## src/design/esc_pkg.sv

```systemverilog
// ----------------------------------------------------------------------------
// esc_pkg
// Shared types, constants and stage counts for the sensor compensation core.
// ----------------------------------------------------------------------------
`default_nettype none

package esc_pkg;

    typedef logic signed [31:0] t_s32;

    // configuration register indexes
    typedef enum logic [2:0] {
        CFG_TCAL   = 3'd0,
        CFG_PCAL_L = 3'd1,
        CFG_PCAL_H = 3'd2,
        CFG_PCAL_9 = 3'd3,
        CFG_HSCALE = 3'd4,
        CFG_HOFF   = 3'd5
    } t_cfg_idx;

    localparam int CFG_IDX_W  = 3;
    localparam int CFG_DATA_W = 64;

    localparam logic [23:0] RAW_SKIP24 = 24'h800000;
    localparam logic [15:0] RAW_SKIP16 = 16'h8000;
    localparam logic [13:0] HUM_MAX    = 14'd10000;

    // stage counts
    localparam int LAT_T     = 5;
    localparam int LAT_H     = 7;
    localparam int DIV_W     = 32;
    localparam int LAT_PPRE  = 5;
    localparam int LAT_PPOST = 4;
    localparam int LAT_P     = LAT_PPRE + DIV_W + LAT_PPOST;
    localparam int LAT_TOTAL = LAT_T + LAT_P;

endpackage

`default_nettype wire

```

## src/design/esc_temp.sv

```systemverilog
// ----------------------------------------------------------------------------
// esc_temp
// Five-stage temperature compensation; yields fine temperature and centi-degC.
// ----------------------------------------------------------------------------
`default_nettype none

module esc_temp (
    input  wire logic               i_clk,
    input  wire logic               i_en,
    input  wire logic [23:0]        i_raw_t,
    input  wire logic [15:0]        i_t1,
    input  wire logic signed [15:0] i_t2,
    input  wire logic signed [15:0] i_t3,
    output esc_pkg::t_s32           o_tf,
    output logic [15:0]             o_temp,
    output logic                    o_temp_v
);
    import esc_pkg::*;

    t_s32 w_x, w_t1, w_t2, w_t3, w_tf, w_t5;
    t_s32 r1_a, r1_d, r2_m, r2_dd, r3_v1, r3_e, r4_tf, r5_tf;
    logic r1_v, r2_v, r3_v, r4_v, r5_v;
    logic [15:0] r5_temp;

    assign w_x  = t_s32'({12'b0, i_raw_t[23:4]});
    assign w_t1 = t_s32'({16'b0, i_t1});
    assign w_t2 = i_t2;
    assign w_t3 = i_t3;
    assign w_tf = r3_v1 + (r3_e >>> 14);
    assign w_t5 = ((r4_tf <<< 2) + r4_tf + 32'sd128) >>> 8;

    always_ff @(posedge i_clk) begin
        if (i_en) begin
            r1_a    <= (w_x >>> 3) - (w_t1 <<< 1);
            r1_d    <= (w_x >>> 4) - w_t1;
            r1_v    <= (i_raw_t != RAW_SKIP24);
            r2_m    <= r1_a * w_t2;
            r2_dd   <= r1_d * r1_d;
            r2_v    <= r1_v;
            r3_v1   <= r2_m >>> 11;
            r3_e    <= (r2_dd >>> 12) * w_t3;
            r3_v    <= r2_v;
            r4_tf   <= r3_v ? w_tf : '0;
            r4_v    <= r3_v;
            r5_tf   <= r4_tf;
            r5_temp <= r4_v ? w_t5[15:0] : '0;
            r5_v    <= r4_v;
        end
    end

    assign o_tf     = r5_tf;
    assign o_temp   = r5_temp;
    assign o_temp_v = r5_v;

endmodule

`default_nettype wire

```

## config.mk

```make
export PLATFORM = sky130hd
export DESIGN_NAME = esc_temp
export DESIGN_NICKNAME = d
export VERILOG_FILES = /design/src/design/esc_pkg.sv /design/src/design/esc_temp.sv
export SDC_FILE = /design/constraint.sdc
export NUM_CORES = 2
export LEC_CHECK = 0
export ABC_AREA = 1
export BUFFER_PORTS_ARGS = -buffer_cell sky130_fd_sc_hd__buf_2
export CAP_MARGIN = 10
export CORE_MARGIN = 2
export CORE_UTILIZATION = 55
export DETAILED_ROUTE_END_ITERATION = 10
export PLACE_DENSITY = 0.72
export SYNTH_ARGS = -nofsm -noshare
export SYNTH_HDL_FRONTEND = slang
export SYNTH_SLANG_ARGS = --single-unit
```

## constraint.sdc

```tcl
create_clock -name i_clk -period 7.9 [get_ports i_clk]
set_input_delay 1.185 -clock i_clk [delete_from_list [all_inputs] [get_ports i_clk]]
set_output_delay 1.185 -clock i_clk [all_outputs]
set_load 0.02 [all_outputs]
```

==> summary.md <==
| Metric | Value |
|---|---|
| CTS Buf Count | `17` |
| Final net count | `6348` |
| CTS sink count | `163` |
| Clk slew on worst S/H paths | `0.08 ns` |
| Worst slew pin tran | `1.04 ns` |
| Synth unique cells | `46` |
| Mapped cell area | `42200 um2` |
| Setup TNS | `0 ns` |
| Io pins | `123` |
| Synth area leader | `fa_1` |
| Post-CTS Setup Inserts | `0` |
| Initial antenna violation count | `2` |
| Reg-to-Reg Start | `r1_a[30]` |
| Syn Nets | `6339` |
| Worst Reg-to-Reg Cells | `23` |
| Detailed Place HPWL | `82000 um` |
| Syn Area/Cell | `8.41 um2` |
| Clock Tree Buf Depth | `2` |
| CTS resizes | `0` |
| Ys Warns | `0` |
| Pre-Repair DR Iteration Count | `8` |
| Setup Skew | `0.0373 ns` |
| Crit share post-route | `92.9%` |
| Gpl congestion | `0.943` |
| Drt total wl | `97300 um` |
| Fmax | `0.136 GHz` |
| CTS tree | `yes` |
| Most common cell in the netlist | `inv_1` |
| Critical Path Source Type | `flip-flop` |
| GRT Residual Overflow | `0` |
| Clk Latency, worst-skew pair | `0.49 ns` |
| CTS Root Cell | `clkbuf_16` |
| Vias per inst | `5.14` |
| Worst Setup EP | `r2_dd[27]` |
| Die Ht | `281 um` |
| RSZ-0062 raised after global routing | `false` |
| Average wire per standard cell | `16.0 um` |
| Max cap viols | `0` |
| Layout cells sized above 1 | `4.40%` |
| Nature of the critical path endpoint | `flip-flop` |
| Reg-to-reg slack, setup | `0.56 ns` |
| Number of flops mapped to enable cells by yosys | `163` |
| Worst min-delay path class | `flip-flop to flip-flop` |
| Post-synth top area share | `41.0%` |
| Post-CTS Hold Buffers | `0` |
| Clock period minus worst slack | `7.34 ns` |
| Core area | `75900 um2` |
| Largest net degree at the start of global routing | `67` |
| Ys async rst share | `0%` |
| Slew Viols, Final | `0` |
| Full die area | `79000 um2` |
| Area growth syn-to-layout | `4.81%` |
| # H-tree levels | `4` |
| IO buf count | `122` |
| Crit path kind | `flip-flop to flip-flop` |
| Synth Instances | `5021` |
| Post-synthesis sequential area ratio | `11.6%` |
| Crit-path max FO | `21` |
| Tot GR Track Use | `26.3%` |
| Synth Register Bits | `163` |
| Slew HR | `30.7%` |
| Starting DRT DRC Count | `1849` |
| Chip width | `281 um` |
| Remaining DRCs | `0` |
| Vias in the first global route | `33400` |
| Status | `completed` |
| Final hold vios | `0` |
| Antenna Nets Post-Route | `0` |
| RR Endpoint | `r2_dd[27]` |
| Commonest cells post-synth | `inv_1, nand2_1, fa_1, ha_1, a21oi_1` |
| First-pass GRT wire length | `165000 um` |
| Post-synth top flop | `edfxtp_1` |
| Starting Density | `55.6%` |
| Via count | `31200` |
| Rows | `101` |
| Setup crit start | `r1_a[30]` |
| Final setup violation count | `0` |
| CP Data Required Time | `8.12 ns` |
| Crit path arrival time | `7.56 ns` |
| Largest cells by area after synthesis | `fa_1, inv_1, edfxtp_1` |
==> how the worst min path moves through the flow <==
stage                     depth (start not counted)         to     start
after floorplan                                   0       r2_v      r1_v
final                                             0  r3_v1[18]  r2_m[29]
after global routing                              0  r3_v1[18]  r2_m[29]
after CTS                                         0  r3_v1[18]  r2_m[29]
after detailed placement                          0  r3_v1[18]  r2_m[29]
after global placement                            0       r3_v      r2_v
==> registers in the layout, summed over array words and instances (netlist names), 16 cells and up <==
signal	cells
r3_e	18
r2_dd	20
r4_tf	22
r2_m	21
r1_a	18
o_temp	16
o_tf	22
r3_v1	21
==> critical path: stages (launching register included) <==
cell,delay (ns)
edfxtp_1,0.84
nand2_1,0.34
nand2_1,0.14
nand2_1,0.06
inv_1,0.07
ha_1,0.25
inv_1,0.12
fa_1,0.47
fa_1,0.76
inv_1,0.25
fa_1,0.56
fa_1,0.44
fa_1,0.50
fa_1,0.49
inv_1,0.05
fa_1,0.47
inv_1,0.04
ha_1,0.33
nand2_1,0.11
nor2_1,0.19
nand2_1,0.09
or3_1,0.38
nand3_1,0.09
nand2_1,0.05
==> cell type report <==
type	instances	area, um2
Antenna cell	1	2.50
Clock buffer	17	425
Clock inverter	14	143
Fill cell	6826	31700
Inverter	1474	5530
Multi-Input combinational cell	3225	31100
Sequential cell	163	4890
Tap cell	1030	1290
Timing Repair Buffer	149	820
==> per-layer routing <==
metal	share of wire (%)	vias up	track usage [%]
met5	0.013	-	0
met4	3.4	2	8.83
met3	5.6	181	3.56
met2	49	907	45.5
met1	42	15500	34.2
li1	-	14700	-
==> kinds of logic (layout without fill, tap and decap cells) <==
group	after synthesis	count (layout)	share of synthesized area, %
AO/OA/AOI/OAI	376	376	4.97
flip-flops	163	163	11.6
AND/OR/NAND/NOR	1494	1494	14.2
XOR/XNOR	111	111	2.30
adder cells (fa/ha/maj)	1244	1244	52.3
buffers and inverters	1633	1654	14.6
other	0	1	0
==> through the flow <==
| step | setup slack, ns | cells | util (%) | hold WS (ns) | instance area (um2) |
|---|---|---|---|---|---|
| 3_3_place_gp | 0.717 | 6041 | 57.5 | 0.402 | 43700 |
| 5_1_grt | 0.116 | 6072 | 58.2 | 0.428 | 44200 |
| 4_1_cts | 0.563 | 6072 | 58.2 | 0.410 | 44200 |
| 6_report | 0.560 | 6073 | 58.2 | 0.411 | 44200 |
| 2_1_floorplan | 1.01 | 5021 | - | 0.400 | 42200 |
| 3_5_place_dp | 0.589 | 6041 | 57.5 | 0.407 | 43700 |
==> placed cells by master, fill, tap and decap left out, drive strengths merged, types with 19 or more instances in the layout <==
cell type  instances
o21bai            19
nand2           1148
or2               26
fa               865
inv             1482
nor3              32
nand3             80
buf              149
xor2              73
edfxtp           163
ha               379
a21oi            185
o21ai            108
xnor2             38
nor2             162
Power is left out: the tool's default activity adds up to more than one toggle a clock period on the data nets, which glitch-free logic cannot reach.
