## config.mk

```make
export PLATFORM = sky130hd
export DESIGN_NAME = esc_dly
export DESIGN_NICKNAME = d
export VERILOG_FILES = /design/src/design/esc_dly.sv
export SDC_FILE = /design/constraint.sdc
export NUM_CORES = 1
export LEC_CHECK = 0
export BUFFER_PORTS_ARGS = -buffer_cell sky130_fd_sc_hd__buf_4
export CAP_MARGIN = 0
export CORE_UTILIZATION = 41
export CTS_CLUSTER_DIAMETER = 150
export DETAILED_ROUTE_END_ITERATION = 6
export GPL_TIMING_DRIVEN = 0
export PLACE_DENSITY = 0.7
export SLEW_MARGIN = 20
export SYNTH_ARGS = -nofsm -noshare
export SYNTH_HDL_FRONTEND = slang
export SYNTH_SLANG_ARGS = --single-unit
```

## constraint.sdc

```tcl
create_clock -name i_clk -period 0.8 [get_ports i_clk]
set_input_delay 0.16 -clock i_clk [delete_from_list [all_inputs] [get_ports i_clk]]
set_output_delay 0.16 -clock i_clk [all_outputs]
set_load 0.005 [all_outputs]
```

## src/design/esc_dly.sv

```systemverilog
// ----------------------------------------------------------------------------
// esc_dly
// Enable-gated shift line that keeps side data aligned with the pipeline.
// ----------------------------------------------------------------------------
`default_nettype none

module esc_dly #(
    parameter int W = 8,
    parameter int N = 2
) (
    input  wire logic         i_clk,
    input  wire logic         i_en,
    input  wire logic [W-1:0] i_d,
    output logic      [W-1:0] o_q
);
    logic [W-1:0] r_sr [0:N-1];

    always_ff @(posedge i_clk) begin
        if (i_en) begin
            r_sr[0] <= i_d;
        end
    end

    for (genvar k = 1; k < N; k++) begin : g_tap
        always_ff @(posedge i_clk) begin
            if (i_en) begin
                r_sr[k] <= r_sr[k-1];
            end
        end
    end

    assign o_q = r_sr[N-1];

endmodule

`default_nettype wire

```

==> results of run 1 <==
## cell families after synthesis
| family | count (synthesis) | share of synthesized area, % |
|---|---|---|
| buf+inv | 8 | 11.1 |
| flops | 16 | 88.9 |
## worst max-delay path by stage
stage                      startpoint  endpoint  depth (start not counted)
after global routing       r_sr[0][9]    o_q[1]                          1
after detailed placement  r_sr[0][15]    o_q[7]                          2
final                      r_sr[0][9]    o_q[1]                          1
after global placement    r_sr[0][10]    o_q[2]                          2
after CTS                  r_sr[0][9]    o_q[1]                          1
after floorplan            r_sr[0][8]    o_q[0]                          1
## placed cells by master (no fill, tap or decap)
| cell | n |
|---|---|
| buf_4 | 16 |
| buf_6 | 1 |
| edfxtp_1 | 16 |
| clkbuf_4 | 3 |
## layout make-up
class                   count  area, sq um
fillers                    92          519
flip-flops and latches     16          480
repair buffers             17          131
clock buffers               3         22.5
well taps                  14         17.5
## Yosys cell counts
| master | number |
|---|---|
| edfxtp_1 | 16 |
| buf_4 | 8 |
## per-layer routing
metal  vias to the layer above  track usage, %  share of wire, %
li1                        106               -                 -
met1                        93            7.72                33
met2                        15            12.3                56
met3                         0            3.49                11
met4                         0            5.36                 0
met5                         -               0                 0
## power groups by stage
stage / combinational (mW) / clock, mW / sequential, mW
final: 0.0889 / 0.358 / 1.01
after global routing: 0.0970 / 0.412 / 1.01
after CTS: 0.0889 / 0.379 / 1.01
after detailed placement: 0.125 / 0 / 1.03
after global placement: 0.121 / 0 / 1.02
after floorplan: 0.0398 / 0 / 1.02
## timing repair
action	CTS	global route
endpoints found under the setup margin	8	8
endpoints found under the hold margin	0	0
gates resized for setup	0	1
buffers inserted	0	0
## stage by stage
step	cells	setup TNS (ns)	power [mW]	cell area [sq um]	util, %
global route	50	-1.38	1.52	652	55.7
CTS	50	-1.15	1.48	648	55.3
detailed placement	55	0	1.15	686	58.5
finish	50	-1.01	1.45	652	55.7
global placement	55	0	1.14	686	58.5
floorplan	24	0	1.06	541	-
==> flow_metrics.py, run 1 <==
metrics = {
    "timing": {
        "maxSlewViolCount": 0,
        "hold_viol_final": 0,
        "worst_slack_ns": -0.133,
        "whs_ns": 0.0708,
        "setup_viol": 8,
        "post-route-min-period_ns": 0.933,
        "worstMarginPinSlew_ns": 0.182,
        "fin_skew_ns": 0.000613,
        "relSlewSlack_pct": 87.9,
        "rsz0062_at_grt": "true",
        "post-route-period-util_pct": 117,
        "max_freq_ghz": 1.07,
    },
    "cells_and_area": {
        "insertedDiodeCount": 0,
        "top_register": "r_sr",
        "reg_top3": "r_sr: 16 flops",
        "multi_input_cells": 0,
        "final_nets": 48,
        "multi_input_area_sq_um": 0,
        "drive_gt1_share_pct": 55.6,
        "syn2layout_area_growth_pct": 20.6,
        "largest_reg_flops": 16,
    },
    "clocking": {
        "cts_tree": "done",
        "cts-root-buf": "clkbuf_4",
        "path_clk_slew_ns": 0.07,
        "cts_buffers": 3,
        "ctsHtreeMaxLevel": 1,
        "clockBufferDepth": 2,
        "clock_latency_ns": 0.26,
        "hold_buffers": 0,
        "cts_sinks": 16,
    },
    "detailed_routing": {
        "first_pass_iters": 2,
        "route.detailed.drc": 0,
        "via_per_inst": 4.28,
        "ant_nets": 0,
        "vias": 214,
        "wl_um": 450,
        "drtIter0Drc": 1,
        "routedWlPerCell_um": 9.00,
    },
    "synthesis": {
        "synth-warning-count": 0,
        "synthesis.nets": 34,
        "yosys-top-cells-area": "edfxtp_1 89%, buf_4 11%",
        "syn_avg_cell_area_sq_um": 22.5,
        "synth_top_area_share_pct": 88.9,
        "ys_ff_latch": 16,
        "synth_cell_type_count": 2,
        "synthCells": 24,
        "ys_seq_area_share_pct": 88.9,
        "syn_area_sq_um": 541,
        "synth_top_cell_by_area": "edfxtp_1",
    },
    "floorplan": {
        "start_util_pct": 46.2,
        "dieWidth_um": 38.3,
        "core_sq_um": 1170,
        "num_rows": 12,
        "die_y_um": 38.3,
        "pin_count": 18,
        "dieArea_sq_um": 1470,
    },
    "flow_run": {
        "drv_cap": 0,
    },
    "placed_design": {
        "numPortBuffers": 17,
        "gp_congestion": 0.582,
        "pre_cts_slack_ns": 0.0246,
    },
    "global_route": {
        "grt_pass1_wl_um": 683,
        "grt_max_degree": 17,
        "antenna_found_initial": 0,
        "grt_pass1_vias": 184,
        "track_usage_pct": 7.63,
        "overflow": 0,
    },
    "worst_setup_path": {
        "endpoint_kind": "output port",
        "crit_buf_inv": 1,
        "worstPathArrival_ns": 0.77,
        "worstReg2RegEnd": "r_sr[0][15]",
        "cp_top_family": "flip-flops",
        "timing_worst_setup_path_type": "register to output port",
        "reg2reg_depth": 0,
        "crit_required_ns": 0.64,
        "worst_path_max_delay_cell": "edfxtp_1",
        "r2r-start": "r_sr[0][7]",
        "r2r_setup_slack_ns": 0.16,
        "start_kind": "register",
        "max_stage_delay_ns": 0.37,
        "crit_chain": "buf_4",
        "crit_fanout": 1,
    },
    "power": {
        "ir_worst_vdd_mv": 1.31,
        "power_density_nw_per_um2": 2230,
        "switchingPower_uw": 229,
        "p_leak_nw": 0.253,
        "swShare_pct": 15.8,
        "p_int_mw": 1.23,
        "pwr-share-seq_pct": 69.3,
        "combPwrFrac_pct": 6.1,
        "pwr-share-clk_pct": 24.6,
    },
    "worst_hold_path": {
        "worstHoldStart": "i_d[3]",
        "whs_path_depth": 1,
        "holdCritPathClass": "input port to register",
        "hold_end": "r_sr[0][3]",
    },
    "run_status": {
        "outcome": "finished, violations left",
        "violations": "negative setup slack",
    },
}
(Power assumes the default switching activity.)
==> run 2: changes to the inputs <==
BUFFER_PORTS_ARGS = -buffer_cell sky130_fd_sc_hd__buf_2   (was -buffer_cell sky130_fd_sc_hd__buf_4)
==> run 2 against run 1 <==
Net effect: the run still ends with negative setup slack left; worst hold slack worse by 0.0079 ns; first-iteration DRC count down 100%; critical path type unchanged; clock skew about the same; clock-buffer cell count unchanged; total power down 0.51%; largest cell class unchanged; sequential share of layout area up 5.6 points; global-route usage down 0.27 points; sequential power about the same; maximum frequency up 0.95%; critical endpoint unchanged.
==> flow_metrics.py, run 2 (synthesized netlist as in run 1, its figures left out) <==
metrics = {
    "cells_and_area": {
        "multi_input_cells": 0,
        "insertedDiodeCount": 0,
        "syn2layout_area_growth_pct": 12.0,
        "fin_area_sq_um": 606,
        "multi_input_area_sq_um": 0,
        "reg_top3": "r_sr: 16 flops",
        "nFillCells": 98,
        "mostFrequentLayoutCell": "buf_2",
        "mostFrequentLayoutCells": "17 x buf_2, 16 x edfxtp_1, 3 x clkbuf_4",
        "final_nets": 48,
        "top_register": "r_sr",
        "largest_reg_flops": 16,
        "drive_gt1_share_pct": 55.6,
    },
    "worst_setup_path": {
        "crit_chain": "buf_2",
        "crit_required_ns": 0.64,
        "max_stage_delay_ns": 0.37,
        "cp_top_family": "flip-flops",
        "crit_fanout": 1,
        "worst_path_max_delay_cell": "edfxtp_1",
        "endpoint_kind": "output port",
        "crit_buf_inv": 1,
        "start_kind": "register",
        "timing_worst_setup_path_type": "register to output port",
        "worstPathArrival_ns": 0.76,
        "r2r-start": "r_sr[0][7]",
        "cp-startpoint": "r_sr[0][9]",
    },
    "clocking": {
        "clock_latency_ns": 0.27,
        "cts_buffers": 3,
        "cts-root-buf": "clkbuf_4",
        "ctsHtreeMaxLevel": 1,
        "path_clk_slew_ns": 0.08,
        "cts_resized": 0,
        "cts_tree": "done",
        "clockBufferDepth": 2,
        "hold_buffers": 0,
        "cts_sinks": 16,
    },
    "timing": {
        "maxSlewViolCount": 0,
        "fin_skew_ns": 0.000371,
        "setup_viol": 8,
        "post-route-period-util_pct": 116,
        "relSlewSlack_pct": 77.6,
        "post-route-min-period_ns": 0.924,
        "worst_slack_ns": -0.124,
        "hold_viol_final": 0,
        "worstMarginPinSlew_ns": 0.335,
        "max_freq_ghz": 1.08,
        "rsz0062_at_grt": "true",
        "fin_tns_setup_ns": -0.920,
    },
    "flow_run": {
        "drv_cap": 0,
    },
    "floorplan": {
        "start_util_pct": 46.2,
        "pin_count": 18,
        "die_y_um": 38.3,
        "core_sq_um": 1170,
        "num_rows": 12,
        "dieArea_sq_um": 1470,
        "dieWidth_um": 38.3,
    },
    "global_route": {
        "grt_max_degree": 17,
        "overflow": 0,
        "grt_pass1_vias": 185,
        "grt_pass1_wl_um": 676,
        "track_usage_pct": 7.36,
        "busiest_layer": "met2",
        "grt_use_met2_pct": 11.9,
        "antenna_found_initial": 0,
        "use_met1_pct": 8.47,
        "use_met3_pct": 1.74,
    },
    "worst_hold_path": {
        "worstHoldStart": "i_d[3]",
        "holdCritPathClass": "input port to register",
    },
    "power": {
        "ir_worst_vdd_mv": 1.06,
        "p_leak_nw": 0.237,
        "power_density_nw_per_um2": 2390,
    },
    "detailed_routing": {
        "routedWlPerCell_um": 10.0,
        "wl_um": 500,
        "via_per_inst": 4.18,
        "route.detailed.drc": 0,
        "first_pass_iters": 1,
        "drtIter0Drc": 0,
        "vias": 209,
        "ant_nets": 0,
    },
    "placed_design": {
        "placed_area_sq_um": 643,
        "numPortBuffers": 17,
        "pre_cts_slack_ns": 0.0103,
        "gp_congestion": 0.585,
    },
    "run_status": {
        "violations": "negative setup slack",
        "outcome": "finished, violations left",
    },
}
-- run 2: cell types whose count changed in the layout (fill, tap and decap cells not counted) --
cell / change
buf_2: +17
buf_6: -1
buf_4: -16
-- run 2: repair_timing --
action | in CTS | in global routing
endpoints found under the setup margin | 8 | 8
pin swaps | 0 | 0
setup buffers | 0 | 0
-- run 2: final timing paths --
check	to	slack, ns	cells past startpoint
setup reg to reg	r_sr[0][15]	0.17	0
setup / recovery	o_q[1]	-0.12	1
hold reg to reg	r_sr[0][12]	0.43	0
hold / removal	r_sr[0][3]	0.06	1
-- run 2: per-layer routing --
layer,up-vias,part of all wire [%]
met4,0,0
li1,104,-
met3,0,9.6
met2,15,47
met1,90,44
met5,-,0
-- run 2: cell type report --
type,count,area [sq um],area share (%)
Clock buffer,3,22.5,3.72
Sequential cell,16,480,79.3
Tap cell,14,17.5,2.89
Timing Repair Buffer,17,85.1,14.0
-- run 2: report_power, final --
part / switching, mW / internal, mW
sequential: 0.0126 / 0.993
combinational: 0.0302 / 0.0317
clock: 0.207 / 0.174
total: 0.250 / 1.20
-- run 2: through the flow --
stage                     total power [mW]  instances  hold slack, ns  utilization (%)
final                                 1.45         50          0.0629             51.7
after global routing                  1.50         50          0.0491             51.7
after CTS                             1.45         50          0.0561             51.7
after detailed placement              1.12         55           0.338             54.9
after global placement                1.12         55           0.336             54.9
after floorplan                       1.06         24           0.259                -
==> run 3: changes to the inputs <==
--- a/config.mk
+++ b/config.mk
@@ -8,9 +8,10 @@
 export BUFFER_PORTS_ARGS = -buffer_cell sky130_fd_sc_hd__buf_2
 export CAP_MARGIN = 0
-export CORE_UTILIZATION = 41
+export CORE_AREA = 2 2 39 41
 export CTS_CLUSTER_DIAMETER = 150
 export DETAILED_ROUTE_END_ITERATION = 6
+export DIE_AREA = 0 0 41 43
 export GPL_TIMING_DRIVEN = 0
-export PLACE_DENSITY = 0.7
+export PLACE_DENSITY = 0.66
 export SLEW_MARGIN = 20
 export SYNTH_ARGS = -nofsm -noshare
==> constraint.sdc (replaced) <==
create_clock -name i_clk -period 0.87 [get_ports i_clk]
set_input_delay 0.2175 -clock i_clk [delete_from_list [all_inputs] [get_ports i_clk]]
set_output_delay 0.2175 -clock i_clk [all_outputs]
set_load 0.005 [all_outputs]
==> run 3 against run 2 <==
Net effect: via count shrank 2.9%; core utilization shrank 7.5 points; worst hold slack gained 0.058 ns; the run still ends with negative setup slack left; largest power group unchanged; total power shrank 7.9%; non-clock buffer count is the same; highest routed layer unchanged.
==> flow_metrics.py, run 3 (synthesized netlist as in run 1, its figures left out) <==
metrics = {
    "run_status": {
        "outcome": "finished, violations left",
        "violations": "negative setup slack",
    },
    "timing": {
        "rsz0062_at_grt": "true",
        "worstMarginPinSlew_ns": 0.327,
        "max_freq_ghz": 1.02,
        "worst_slack_ns": -0.107,
        "setup_viol": 8,
        "maxSlewViolCount": 0,
        "fin_skew_ns": 0.000961,
        "post-route-min-period_ns": 0.977,
        "hold_viol_final": 0,
        "relSlewSlack_pct": 78.2,
        "post-route-period-util_pct": 112,
    },
    "detailed_routing": {
        "ant_nets": 0,
        "routedWlPerCell_um": 9.13,
        "wl_um": 484,
        "wl_met1_um": 201,
        "first_pass_iters": 3,
        "dr.max_layer_used": "met3",
        "route.detailed.drc": 0,
        "met2_length_um": 231,
        "drtIter0Drc": 1,
        "vias": 203,
        "wl_met3_um": 51,
        "via_per_inst": 3.83,
    },
    "floorplan": {
        "dieWidth_um": 41,
        "num_rows": 14,
        "die_y_um": 43,
        "dieArea_sq_um": 1760,
        "core_sq_um": 1380,
        "start_util_pct": 39.1,
        "pin_count": 18,
    },
    "worst_setup_path": {
        "crit_required_ns": 0.65,
        "cp_top_family": "flip-flops",
        "start_kind": "register",
        "timing_worst_setup_path_type": "register to output port",
        "max_stage_delay_ns": 0.36,
        "crit_chain": "buf_2",
        "endpoint_kind": "output port",
        "worstPathArrival_ns": 0.76,
        "worst_path_max_delay_cell": "edfxtp_1",
        "crit_fanout": 1,
        "crit_buf_inv": 1,
    },
    "power": {
        "pwr-share-seq_pct": 69.3,
        "total_power_mw": 1.33,
        "pwr-share-clk_pct": 26.5,
        "swShare_pct": 17.0,
        "switchingPower_uw": 227,
        "combPwrFrac_pct": 4.2,
        "p_leak_nw": 0.239,
        "ir_worst_vdd_mv": 0.983,
        "p_int_mw": 1.11,
        "power_density_nw_per_um2": 2180,
    },
    "flow_run": {
        "drv_cap": 0,
    },
    "clocking": {
        "hold_buffers": 0,
        "clock_latency_ns": 0.26,
        "ctsHtreeMaxLevel": 1,
        "cts_setup_buffers": 0,
        "cts_tree": "done",
        "cts_resized": 0,
        "cts_sinks": 16,
        "cts-root-buf": "clkbuf_4",
        "clockBufferDepth": 2,
        "path_clk_slew_ns": 0.08,
        "cts_buffers": 3,
    },
    "worst_hold_path": {
        "holdCritPathClass": "input port to register",
    },
    "placed_design": {
        "pre_cts_slack_ns": 0.0186,
        "gp_congestion": 0.616,
        "numPortBuffers": 17,
    },
    "cells_and_area": {
        "mostFrequentLayoutCells": "17 x buf_2, 16 x edfxtp_1, 3 x clkbuf_4, 1 x clkinv_1",
        "top_register": "r_sr",
        "syn2layout_area_growth_pct": 13.2,
        "multi_input_area_sq_um": 0,
        "final_nets": 48,
        "largest_reg_flops": 16,
        "reg_top3": "r_sr: 16 flops",
        "nFillCells": 120,
        "register_area_sq_um": 480,
        "drive_gt1_share_pct": 54.1,
        "insertedDiodeCount": 0,
        "mostFrequentLayoutCell": "buf_2",
        "multi_input_cells": 0,
    },
    "global_route": {
        "grt_max_degree": 17,
        "track_usage_pct": 6.15,
        "overflow": 0,
        "antenna_found_initial": 0,
        "grt_pass1_vias": 177,
        "grt_pass1_wl_um": 676,
    },
}
## run 3: worst paths after layout
kind | slack [ns] | cells after the start | startpoint | endpoint
worst min register to register | 0.42 | 0 | r_sr[0][2] | r_sr[0][10]
worst max-delay path | -0.11 | 1 | r_sr[0][15] | o_q[7]
worst max register to register | 0.25 | 0 | r_sr[0][4] | r_sr[0][12]
worst min-delay path | 0.12 | 1 | i_d[1] | r_sr[0][1]
## run 3: final cells by class
type,count,share of cell area (%)
clock buffers,3,3.68
clock inverters,1,0.613
repair buffers,17,13.9
well taps,16,3.27
flip-flops and latches,16,78.5
## run 3: through the flow
stage	util, %	std cells	area, sq um	TNS [ns]	hold slack (ns)
after detailed placement	46.7	57	646	0	0.396
after global placement	46.7	57	646	0	0.395
after global routing	44.2	53	612	-1.25	0.0987
final	44.2	53	612	-0.817	0.121
after floorplan	-	24	541	0	0.316
after CTS	44.2	53	612	-0.969	0.111
## run 3: metal layers
layer  global-route usage, %  vias to the layer above
li1                        -                      107
met1                    6.57                       84
met2                    9.06                       12
met3                    3.14                        0
met4                    4.00                        0
met5                       0                        -
## run 3: power by group through the flow
| stage | registers [mW] | clock network, mW | logic (mW) |
|---|---|---|---|
| 5_1_grt | 0.929 | 0.411 | 0.0646 |
| 3_3_place_gp | 0.941 | 0 | 0.0874 |
| 2_1_floorplan | 0.940 | 0 | 0.0366 |
| 6_report | 0.924 | 0.353 | 0.0564 |
| 4_1_cts | 0.926 | 0.371 | 0.0577 |
| 3_5_place_dp | 0.944 | 0 | 0.0891 |
